==> src/hdl/tid_pkg.sv <==
// Shared widths, register indexes and controller/datapath types for the integrator block.
`default_nettype none

package tid_pkg;

  // Widths of the sample fields as used by the arithmetic.
  localparam int unsigned VALUE_WIDTH = 32;
  localparam int unsigned TIME_WIDTH  = 32;

  // Port and result widths.
  localparam int unsigned SAMPLE_W   = 32;
  localparam int unsigned ACC_W      = 64;
  localparam int unsigned SLOPE_W    = 48;
  localparam int unsigned FRAC_BITS  = 16;
  localparam int unsigned MIN_INT_W  = 16;
  localparam int unsigned CFG_DATA_W = 16;
  localparam int unsigned CFG_IDX_W  = 2;

  // Magnitude of a sum or difference of two values needs one extra bit.
  localparam int unsigned MAG_W     = VALUE_WIDTH + 1;
  localparam int unsigned PROD_W    = MAG_W + TIME_WIDTH;
  localparam int unsigned DVD_W     = MAG_W + FRAC_BITS;
  localparam int unsigned MUL_STEPS = TIME_WIDTH;
  localparam int unsigned DIV_STEPS = DVD_W;
  localparam int unsigned NUM_STEPS = (MUL_STEPS > DIV_STEPS) ? MUL_STEPS : DIV_STEPS;
  localparam int unsigned CNT_W     = $clog2(NUM_STEPS + 1);
  // The product never exceeds ACC_W + 1 bits, so two guard bits suffice.
  localparam int unsigned ACC_EXT_W = ACC_W + 2;
  localparam int unsigned QEXT_W    = 64;

  typedef enum logic [CFG_IDX_W-1:0] {
    CFG_INTEGRATE_ENABLE  = 2'd0,
    CFG_DERIVATIVE_ENABLE = 2'd1,
    CFG_MIN_INTERVAL      = 2'd2
  } cfg_idx_e;

  typedef struct packed {
    logic load;
    logic mul_step;
    logic div_step;
    logic commit;
  } tid_cmd_t;

  typedef struct packed {
    logic prev_valid;
  } tid_status_t;

endpackage

`default_nettype wire

==> src/hdl/tid_datapath.sv <==
// Datapath: sample history, shift-add multiplier, restoring divider and result registers.
`default_nettype none

module tid_datapath (
  input  wire                               clk_i,
  input  wire                               rst_ni,
  input  wire                               cfg_we_i,
  input  wire  [tid_pkg::CFG_IDX_W-1:0]     cfg_index_i,
  input  wire  [tid_pkg::CFG_DATA_W-1:0]    cfg_data_i,
  input  wire  [tid_pkg::SAMPLE_W-1:0]      sample_value_i,
  input  wire  [tid_pkg::SAMPLE_W-1:0]      sample_time_i,
  input  tid_pkg::tid_cmd_t                 cmd_i,
  output tid_pkg::tid_status_t              status_o,
  output logic signed [tid_pkg::ACC_W-1:0]  integral_twice_area_o,
  output logic signed [tid_pkg::SLOPE_W-1:0] derivative_q16_o,
  output logic                              updated_o
);
  import tid_pkg::*;

  localparam logic signed [ACC_EXT_W-1:0] ACC_MAX_EXT =
    {2'b00, 1'b0, {(ACC_W-1){1'b1}}};
  localparam logic signed [ACC_EXT_W-1:0] ACC_MIN_EXT =
    {2'b11, 1'b1, {(ACC_W-1){1'b0}}};
  localparam logic [QEXT_W-1:0] SLOPE_POS_LIM = QEXT_W'((64'd1 << (SLOPE_W-1)) - 64'd1);
  localparam logic [QEXT_W-1:0] SLOPE_NEG_LIM = QEXT_W'(64'd1 << (SLOPE_W-1));

  // Configuration registers.
  logic                 int_en_q;
  logic                 der_en_q;
  logic [MIN_INT_W-1:0] min_interval_q;

  // Sample history.
  logic [VALUE_WIDTH-1:0] prev_value_q;
  logic [TIME_WIDTH-1:0]  prev_time_q;
  logic                   prev_valid_q;

  // Per-item working registers.
  logic                  upd_q;
  logic                  sum_neg_q;
  logic                  diff_neg_q;
  logic [TIME_WIDTH-1:0] dt_q;
  logic [PROD_W-1:0]     mcand_q, mcand_d;
  logic [TIME_WIDTH-1:0] mplier_q, mplier_d;
  logic [PROD_W-1:0]     prod_q, prod_d;
  logic [DVD_W-1:0]      dvd_q, dvd_d;
  logic [TIME_WIDTH-1:0] rem_q, rem_d;
  logic [DVD_W-1:0]      quo_q, quo_d;

  // Results, held until the next item commits.
  logic signed [ACC_W-1:0]   acc_q, acc_d;
  logic signed [SLOPE_W-1:0] slope_q, slope_d;
  logic                      updated_q;

  logic signed [MAG_W-1:0] cur_ext, prev_ext, sum_w, diff_w;
  logic [MAG_W-1:0]        sum_mag, diff_mag;
  logic [TIME_WIDTH-1:0]   dt_w;
  logic [TIME_WIDTH:0]     rem_sh;
  logic [TIME_WIDTH:0]     dt_ext;
  logic                    rem_ge;
  logic signed [ACC_EXT_W-1:0] acc_ext, prod_ext, acc_sum;
  logic [QEXT_W-1:0]       quo_ext, quo_clip;
  logic [SLOPE_W-1:0]      slope_calc;

  assign status_o.prev_valid = prev_valid_q;

  // Operand preparation at load time.
  always_comb begin
    cur_ext  = {sample_value_i[VALUE_WIDTH-1], sample_value_i[VALUE_WIDTH-1:0]};
    prev_ext = {prev_value_q[VALUE_WIDTH-1], prev_value_q};
    sum_w    = cur_ext + prev_ext;
    diff_w   = cur_ext - prev_ext;
    sum_mag  = sum_w[MAG_W-1]  ? (~sum_w + 1'b1)  : sum_w;
    diff_mag = diff_w[MAG_W-1] ? (~diff_w + 1'b1) : diff_w;
    dt_w     = sample_time_i[TIME_WIDTH-1:0] - prev_time_q;
  end

  // One shift-add multiplier step and one restoring divider step.
  always_comb begin
    prod_d   = mplier_q[0] ? (prod_q + mcand_q) : prod_q;
    mcand_d  = {mcand_q[PROD_W-2:0], 1'b0};
    mplier_d = {1'b0, mplier_q[TIME_WIDTH-1:1]};

    rem_sh = {rem_q, dvd_q[DVD_W-1]};
    dt_ext = {1'b0, dt_q};
    rem_ge = (rem_sh >= dt_ext);
    if (rem_ge) begin
      rem_d = TIME_WIDTH'(rem_sh - dt_ext);
    end else begin
      rem_d = rem_sh[TIME_WIDTH-1:0];
    end
    quo_d = {quo_q[DVD_W-2:0], rem_ge};
    dvd_d = {dvd_q[DVD_W-2:0], 1'b0};
  end

  // Saturating accumulate and saturated slope, applied at commit.
  always_comb begin
    acc_ext  = {{2{acc_q[ACC_W-1]}}, acc_q};
    prod_ext = {{(ACC_EXT_W-PROD_W){1'b0}}, prod_q};
    acc_sum  = sum_neg_q ? (acc_ext - prod_ext) : (acc_ext + prod_ext);

    quo_ext  = {{(QEXT_W-DVD_W){1'b0}}, quo_q};
    if (diff_neg_q) begin
      quo_clip = (quo_ext > SLOPE_NEG_LIM) ? SLOPE_NEG_LIM : quo_ext;
    end else begin
      quo_clip = (quo_ext > SLOPE_POS_LIM) ? SLOPE_POS_LIM : quo_ext;
    end

    if ((dt_q == '0) || (dt_q < TIME_WIDTH'(min_interval_q))) begin
      slope_calc = '0;
    end else if (diff_neg_q) begin
      slope_calc = ~quo_clip[SLOPE_W-1:0] + 1'b1;
    end else begin
      slope_calc = quo_clip[SLOPE_W-1:0];
    end

    acc_d   = acc_q;
    slope_d = slope_q;
    if (upd_q && int_en_q) begin
      if (acc_sum > ACC_MAX_EXT) begin
        acc_d = ACC_MAX_EXT[ACC_W-1:0];
      end else if (acc_sum < ACC_MIN_EXT) begin
        acc_d = ACC_MIN_EXT[ACC_W-1:0];
      end else begin
        acc_d = acc_sum[ACC_W-1:0];
      end
    end
    if (upd_q && der_en_q) begin
      slope_d = slope_calc;
    end
  end

  // Control-side state: configuration, history and results.
  always_ff @(posedge clk_i or negedge rst_ni) begin
    if (!rst_ni) begin
      int_en_q       <= 1'b0;
      der_en_q       <= 1'b0;
      min_interval_q <= MIN_INT_W'(1);
      prev_value_q   <= '0;
      prev_time_q    <= '0;
      prev_valid_q   <= 1'b0;
      acc_q          <= '0;
      slope_q        <= '0;
      updated_q      <= 1'b0;
    end else begin
      if (cfg_we_i) begin
        unique case (cfg_index_i)
          CFG_INTEGRATE_ENABLE:  int_en_q       <= cfg_data_i[0];
          CFG_DERIVATIVE_ENABLE: der_en_q       <= cfg_data_i[0];
          CFG_MIN_INTERVAL:      min_interval_q <= cfg_data_i[MIN_INT_W-1:0];
          default: ;
        endcase
      end
      if (cmd_i.load) begin
        prev_value_q <= sample_value_i[VALUE_WIDTH-1:0];
        prev_time_q  <= sample_time_i[TIME_WIDTH-1:0];
        prev_valid_q <= 1'b1;
      end
      if (cmd_i.commit) begin
        acc_q     <= acc_d;
        slope_q   <= slope_d;
        updated_q <= upd_q;
      end
    end
  end

  // Working registers carry payload only.
  always_ff @(posedge clk_i) begin
    if (cmd_i.load) begin
      upd_q      <= prev_valid_q;
      sum_neg_q  <= sum_w[MAG_W-1];
      diff_neg_q <= diff_w[MAG_W-1];
      dt_q       <= dt_w;
      mcand_q    <= {{(PROD_W-MAG_W){1'b0}}, sum_mag};
      mplier_q   <= dt_w;
      prod_q     <= '0;
      dvd_q      <= {diff_mag, {FRAC_BITS{1'b0}}};
      rem_q      <= '0;
      quo_q      <= '0;
    end else begin
      if (cmd_i.mul_step) begin
        prod_q   <= prod_d;
        mcand_q  <= mcand_d;
        mplier_q <= mplier_d;
      end
      if (cmd_i.div_step) begin
        rem_q <= rem_d;
        quo_q <= quo_d;
        dvd_q <= dvd_d;
      end
    end
  end

  assign integral_twice_area_o = acc_q;
  assign derivative_q16_o      = slope_q;
  assign updated_o             = updated_q;

endmodule

`default_nettype wire

==> src/hdl/tid_ctrl.sv <==
// Controller: sequences load, the multiply/divide iterations and the result commit.
`default_nettype none

module tid_ctrl (
  input  wire                  clk_i,
  input  wire                  rst_ni,
  input  wire                  in_valid_i,
  output logic                 in_ready_o,
  output logic                 out_valid_o,
  input  wire                  out_ready_i,
  input  tid_pkg::tid_status_t status_i,
  output tid_pkg::tid_cmd_t    cmd_o
);
  import tid_pkg::*;

  typedef enum logic [2:0] {
    ST_IDLE   = 3'b001,
    ST_RUN    = 3'b010,
    ST_COMMIT = 3'b100
  } state_e;

  state_e           state_q, state_d;
  logic [CNT_W-1:0] count_q, count_d;
  logic             out_valid_q, out_valid_d;
  logic             slot_free;

  assign slot_free = !out_valid_q || out_ready_i;

  always_comb begin
    state_d     = state_q;
    count_d     = count_q;
    out_valid_d = out_valid_q && !out_ready_i;
    in_ready_o  = 1'b0;
    cmd_o       = '0;
    unique case (state_q)
      ST_IDLE: begin
        in_ready_o = 1'b1;
        if (in_valid_i) begin
          cmd_o.load = 1'b1;
          count_d    = '0;
          // Without an earlier sample there is nothing to compute.
          state_d    = status_i.prev_valid ? ST_RUN : ST_COMMIT;
        end
      end
      ST_RUN: begin
        cmd_o.mul_step = (count_q < CNT_W'(MUL_STEPS));
        cmd_o.div_step = (count_q < CNT_W'(DIV_STEPS));
        count_d        = count_q + 1'b1;
        if (count_q == CNT_W'(NUM_STEPS - 1)) begin
          state_d = ST_COMMIT;
        end
      end
      ST_COMMIT: begin
        if (slot_free) begin
          cmd_o.commit = 1'b1;
          out_valid_d  = 1'b1;
          state_d      = ST_IDLE;
        end
      end
      default: state_d = ST_IDLE;
    endcase
  end

  always_ff @(posedge clk_i or negedge rst_ni) begin
    if (!rst_ni) begin
      state_q     <= ST_IDLE;
      count_q     <= '0;
      out_valid_q <= 1'b0;
    end else begin
      state_q     <= state_d;
      count_q     <= count_d;
      out_valid_q <= out_valid_d;
    end
  end

  assign out_valid_o = out_valid_q;

endmodule

`default_nettype wire

==> src/hdl/trapezoid_integral_and_derivative.sv <==
// Top level of the trapezoidal integrator and finite-difference differentiator.
//
// Usage: each input transfer carries a signed sample value and its capture time in
// ticks. For every input transfer exactly one output transfer follows, carrying the
// running accumulator of (current + previous) * dt (twice the trapezoid area,
// saturating at the 64-bit signed limits), the slope register in Q32.16 (saturated
// to 48 bits, zero when dt is zero or below min_interval_ticks) and the updated flag.
// Sequence: a sample that has a predecessor is loaded at its input transfer, then the
// shift-add multiplier and the restoring radix-2 divider iterate side by side (the
// divider, the longer of the two, sets the number of iterations), and the item commits;
// output valid is registered at the commit. A new input is taken only in idle, once the
// previous item has committed, so the block is through with one sample before the next.
// The first sample after reset goes straight from load to commit.
// The results are the output register: a new input is taken while the previous
// result still waits, but an item commits only once that result has been transferred,
// so a stalled receiver holds the block in its commit cycle.
// Reset clears the sample history, the accumulator, the slope and the enables, and
// sets min_interval_ticks to 1. Configuration is written through cfg_we_i with
// cfg_index_i selecting the register; writes are expected while the block is idle.
`default_nettype none

module trapezoid_integral_and_derivative (
  input  wire                                clk_i,
  input  wire                                rst_ni,
  input  wire                                cfg_we_i,
  input  wire  [tid_pkg::CFG_IDX_W-1:0]      cfg_index_i,
  input  wire  [tid_pkg::CFG_DATA_W-1:0]     cfg_data_i,
  input  wire                                in_valid_i,
  output logic                               in_ready_o,
  input  wire  signed [tid_pkg::SAMPLE_W-1:0] sample_value_i,
  input  wire  [tid_pkg::SAMPLE_W-1:0]       sample_time_i,
  output logic                               out_valid_o,
  input  wire                                out_ready_i,
  output logic signed [tid_pkg::ACC_W-1:0]   integral_twice_area_o,
  output logic signed [tid_pkg::SLOPE_W-1:0] derivative_q16_o,
  output logic                               updated_o
);
  import tid_pkg::*;

  // Commands from the controller and status back to it.
  tid_cmd_t    cmd;
  tid_status_t status;

  tid_ctrl u_ctrl (
    .clk_i       (clk_i),
    .rst_ni      (rst_ni),
    .in_valid_i  (in_valid_i),
    .in_ready_o  (in_ready_o),
    .out_valid_o (out_valid_o),
    .out_ready_i (out_ready_i),
    .status_i    (status),
    .cmd_o       (cmd)
  );

  // The datapath holds the history, both iterative units and the result registers.
  tid_datapath u_datapath (
    .clk_i                 (clk_i),
    .rst_ni                (rst_ni),
    .cfg_we_i              (cfg_we_i),
    .cfg_index_i           (cfg_index_i),
    .cfg_data_i            (cfg_data_i),
    .sample_value_i        (sample_value_i),
    .sample_time_i         (sample_time_i),
    .cmd_i                 (cmd),
    .status_o              (status),
    .integral_twice_area_o (integral_twice_area_o),
    .derivative_q16_o      (derivative_q16_o),
    .updated_o             (updated_o)
  );

endmodule

`default_nettype wire
==> config.mk <==
export PLATFORM = sky130hd
export DESIGN_NAME = trapezoid_integral_and_derivative
export DESIGN_NICKNAME = d
export VERILOG_FILES = /design/src/hdl/tid_pkg.sv /design/src/hdl/tid_datapath.sv /design/src/hdl/tid_ctrl.sv /design/src/hdl/trapezoid_integral_and_derivative.sv
export SDC_FILE = /design/constraint.sdc
export NUM_CORES = 2
export LEC_CHECK = 0
export BUFFER_PORTS_ARGS = -buffer_cell sky130_fd_sc_hd__buf_2
export CAP_MARGIN = 5
export CORE_MARGIN = 4
export CORE_UTILIZATION = 46
export CTS_CLUSTER_DIAMETER = 80
export DETAILED_ROUTE_END_ITERATION = 10
export PLACE_DENSITY_LB_ADDON = 0.1
export SLEW_MARGIN = 20
export SYNTH_ARGS = -nofsm -noshare
export SYNTH_HDL_FRONTEND = slang
export SYNTH_SLANG_ARGS = --single-unit
export TNS_END_PERCENT = 10
==> constraint.sdc <==
create_clock -name clk_i -period 6.9 [get_ports clk_i]
set_input_delay 1.38 -clock clk_i [delete_from_list [all_inputs] [get_ports clk_i]]
set_output_delay 1.38 -clock clk_i [all_outputs]
set_load 0.005 [all_outputs]
==> impl_metrics.json <==
{
  "outcome": "complete, no violations",
  "required_ns": 7.34,
  "ir_worst_vdd_v": 0.000155,
  "yosysMostFrequentCell": "nand2_1",
  "dpl.hpwl_um": 80500,
  "clock-sinks": 517,
  "worst_pin_slew_ns": 1.06,
  "vias_per_cell": 5.73,
  "cts_made_buffers": 67,
  "synth_area_leaders": "dfrtp_1 13%, edfxtp_1 10%, dfxtp_1 9.2%",
  "ant_nets": 0,
  "cts.clk_slew.worst_paths_ns": 0.06,
  "cp_num_buf_inv": 1,
  "place.gp.congestion": 0.918,
  "yosysWarnings": 0,
  "slew_headroom_pct": 28.9,
  "clock_path_buffers": 3,
  "crit_chain": "or4_1 > nor3_1 > nand2_1 > nor2_1 > and2_1 > nor3b_2 > and2_1 > nand2_1 > nor2_1 > a31oi_1 > xnor2_1 > ha_1 > nand3_1 > nor2_1 > a221oi_1 > o21ai_0 > o21a_1 > nor3_1 > o22a_1 > or2_2 > buf_4 > a31oi_1",
  "grt_max_degree": 149,
  "fmax_ghz": 0.160,
  "postSynthNetCount": 5240,
  "vias": 34832,
  "grt-ovfl-total": 0,
  "clk-insertion-delay-late_ns": 0.62,
  "finalCritPeriodShare_pct": 90.7,
  "final_area_sq_um": 42600,
  "ys.flop_type": "dfrtp_1",
  "drcViolationCount": 0,
  "synth_cell_types": 99,
  "initial_core_util_pct": 46.3,
  "power_density_nw_per_um2": 166,
  "grt_usage_pct": 23.8,
  "die-area_sq_um": 88800,
  "min_period_ns": 6.26,
  "placed_area_sq_um": 40500,
  "cts_root_buf": "clkbuf_16",
  "grt_pass1_wl_um": 176000,
  "report.final.slew_viol_count": 0,
  "drive_gt1_share_pct": 8.91,
  "nets": 5309,
  "fin_tns_setup_ns": 0,
  "worst_clock_skew_ns": 0.0312,
  "num_io_pins": 202,
  "hp-class": "reg2reg",
  "cp_num_cells": 22,
  "worst_setup_path_start_kind": "register",
  "path_max_fanout": 61,
  "cp_top_family": "simple AND/OR/NAND/NOR gates",
  "fin_util_pct": 51.0,
  "netlist_instances": 4869,
  "leakagePower_nw": 19.0,
  "die_y_um": 298,
  "grt_pass1_vias": 32099,
  "antenna_found_initial": 3,
  "hold_viol_final": 0,
  "routed_wl_um": 109000,
  "synth-seq-area-share_pct": 32.9,
  "synth-seq-cells": 517,
  "nFillCells": 8204,
  "maxCapViolations": 0,
  "drt-pass1-iter-count": 5,
  "async_reset_ff_share_pct": 39.8,
  "die_x_um": 298,
  "path_common_cell": "nor2_1",
  "syn_to_final_growth_pct": 10.2,
  "power_mw": 7.08,
  "rows": 106,
  "ys_top_cells_by_count": "752 x nand2_1, 428 x a21oi_1, 385 x nor2_1",
  "max_stage_delay_ns": 0.58,
  "arrival_ns": 6.70,
  "yosysTopAreaCellShare_pct": 13.2,
  "slowest_stage": "or4_1",
  "path_class": "reg2reg",
  "timing.hold.ws_ns": 0.455,
  "syn_area_per_cell_sq_um": 7.95,
  "synth_top_cell_by_area": "dfrtp_1",
  "reg2reg_depth": 22,
  "rsz0062_at_grt": "no",
  "first_iter_violations": 3046,
  "cts_tree": "built",
  "port_buffers": 201,
  "h-tree-depth": 3,
  "synth_edf_count": 133,
  "netlist_area_sq_um": 38700,
  "hold_depth": 2,
  "endpoint_kind": "register",
  "core_sq_um": 83600,
  "setup_viol": 0,
  "wire_per_inst_um": 17.9
}
==> layout by cell type (no fill, tap or decap), types with 42 or more instances in the layout <==
cell	instances
edfxtp_1	133
dfrtp_1	204
buf_2	200
inv_1	220
a21oi_1	428
clkbuf_16	67
nand2_1	748
nor3_1	101
ha_1	278
dfxtp_1	178
a31oi_1	120
xor2_1	105
o21bai_1	42
nor2_1	383
a21o_1	120
o21ai_0	384
xnor2_1	213
nand3_1	156
==> path summary, 6_finish.rpt <==
check	start	slack [ns]	endpoint
hold / removal	u_datapath.mcand_q[63]$_SDFFE_PP0P_	0.45	u_datapath.mcand_q[64]$_SDFFE_PP0P_
hold reg to reg	u_datapath.mcand_q[63]$_SDFFE_PP0P_	0.45	u_datapath.mcand_q[64]$_SDFFE_PP0P_
max in group asynchronous	rst_ni	4.69	u_datapath.min_interval_q[1]$_DFFE_PN0P_
setup / recovery	u_datapath.prod_q[12]$_SDFFE_PP0P_	0.64	u_datapath.integral_twice_area_o[51]$_DFFE_PN0P_
min in group asynchronous	rst_ni	0.78	u_datapath.integral_twice_area_o[2]$_DFFE_PN0P_
setup reg to reg	u_datapath.prod_q[12]$_SDFFE_PP0P_	0.64	u_datapath.integral_twice_area_o[51]$_DFFE_PN0P_
==> through the flow <==
stage                     setup WS (ns)  cells
after global placement            0.553   5949
after global routing             0.0397   6073
after detailed placement          0.394   5949
after floorplan                    1.47   4869
after CTS                         0.389   6073
final                             0.640   6075
==> cell families after synthesis <==
group,share of synthesized area (%)
simple gates,20.6
compound gates,23.8
flops,32.9
buf+inv,4.68
xor+xnor,7.20
fa+ha+maj,9.30
mux,1.64
==> power by group <==
part	switching (mW)	internal (mW)	total (mW)	leakage [nW]
clock network	1.47	1.99	3.46	1.06
registers	0.0152	3.14	3.15	5.07
logic	0.291	0.179	0.469	12.9
total	1.77	5.31	7.08	19.0
==> sequential cells by signal (all words and copies together) (netlist names), 3 cells and up <==
signal                            count
u_ctrl.count_q                        6
u_ctrl.state_q                        3
u_datapath.derivative_q16_o          48
u_datapath.dt_q                      32
u_datapath.dvd_q                     33
u_datapath.integral_twice_area_o     64
u_datapath.mcand_q                   65
u_datapath.min_interval_q            16
u_datapath.mplier_q                  32
u_datapath.prev_time_q               32
u_datapath.prev_value_q              32
u_datapath.prod_q                    65
u_datapath.quo_q                     49
u_datapath.rem_q                     32
==> layout make-up <==
type | instances | area, sq um | area share [%]
Timing Repair Buffer | 240 | 1330 | 3.13
Sequential cell | 517 | 12700 | 29.8
Antenna cell | 2 | 5.00 | 0.0117
Inverter | 223 | 845 | 1.98
Multi-Input combinational cell | 3889 | 24200 | 56.8
Tap cell | 1080 | 1350 | 3.17
Clock buffer | 90 | 1810 | 4.25
Clock inverter | 34 | 335 | 0.787
==> tightest hold or removal path, cell delays in order (launching register included) <==
cell	delay, ns
dfxtp_1	0.32
nand2_1	0.06
a21oi_1	0.05
==> repair_timing <==
item                       in CTS  in global routing
hold buffers                    0                  0
resized for setup               0                  1
setup endpoints to repair       0                 61
setup buffers                   0                  0
==> layer usage <==
layer  global-route usage, %  routed length [um]  part of all wire, %
met5                       0                  34                0.031
met4                    4.80                2050                  1.9
met3                    3.64                6130                  5.6
met1                    36.5               55000                   51
met2                    35.4               45300                   42
No activity file was read; power rests on OpenSTA's default activity.
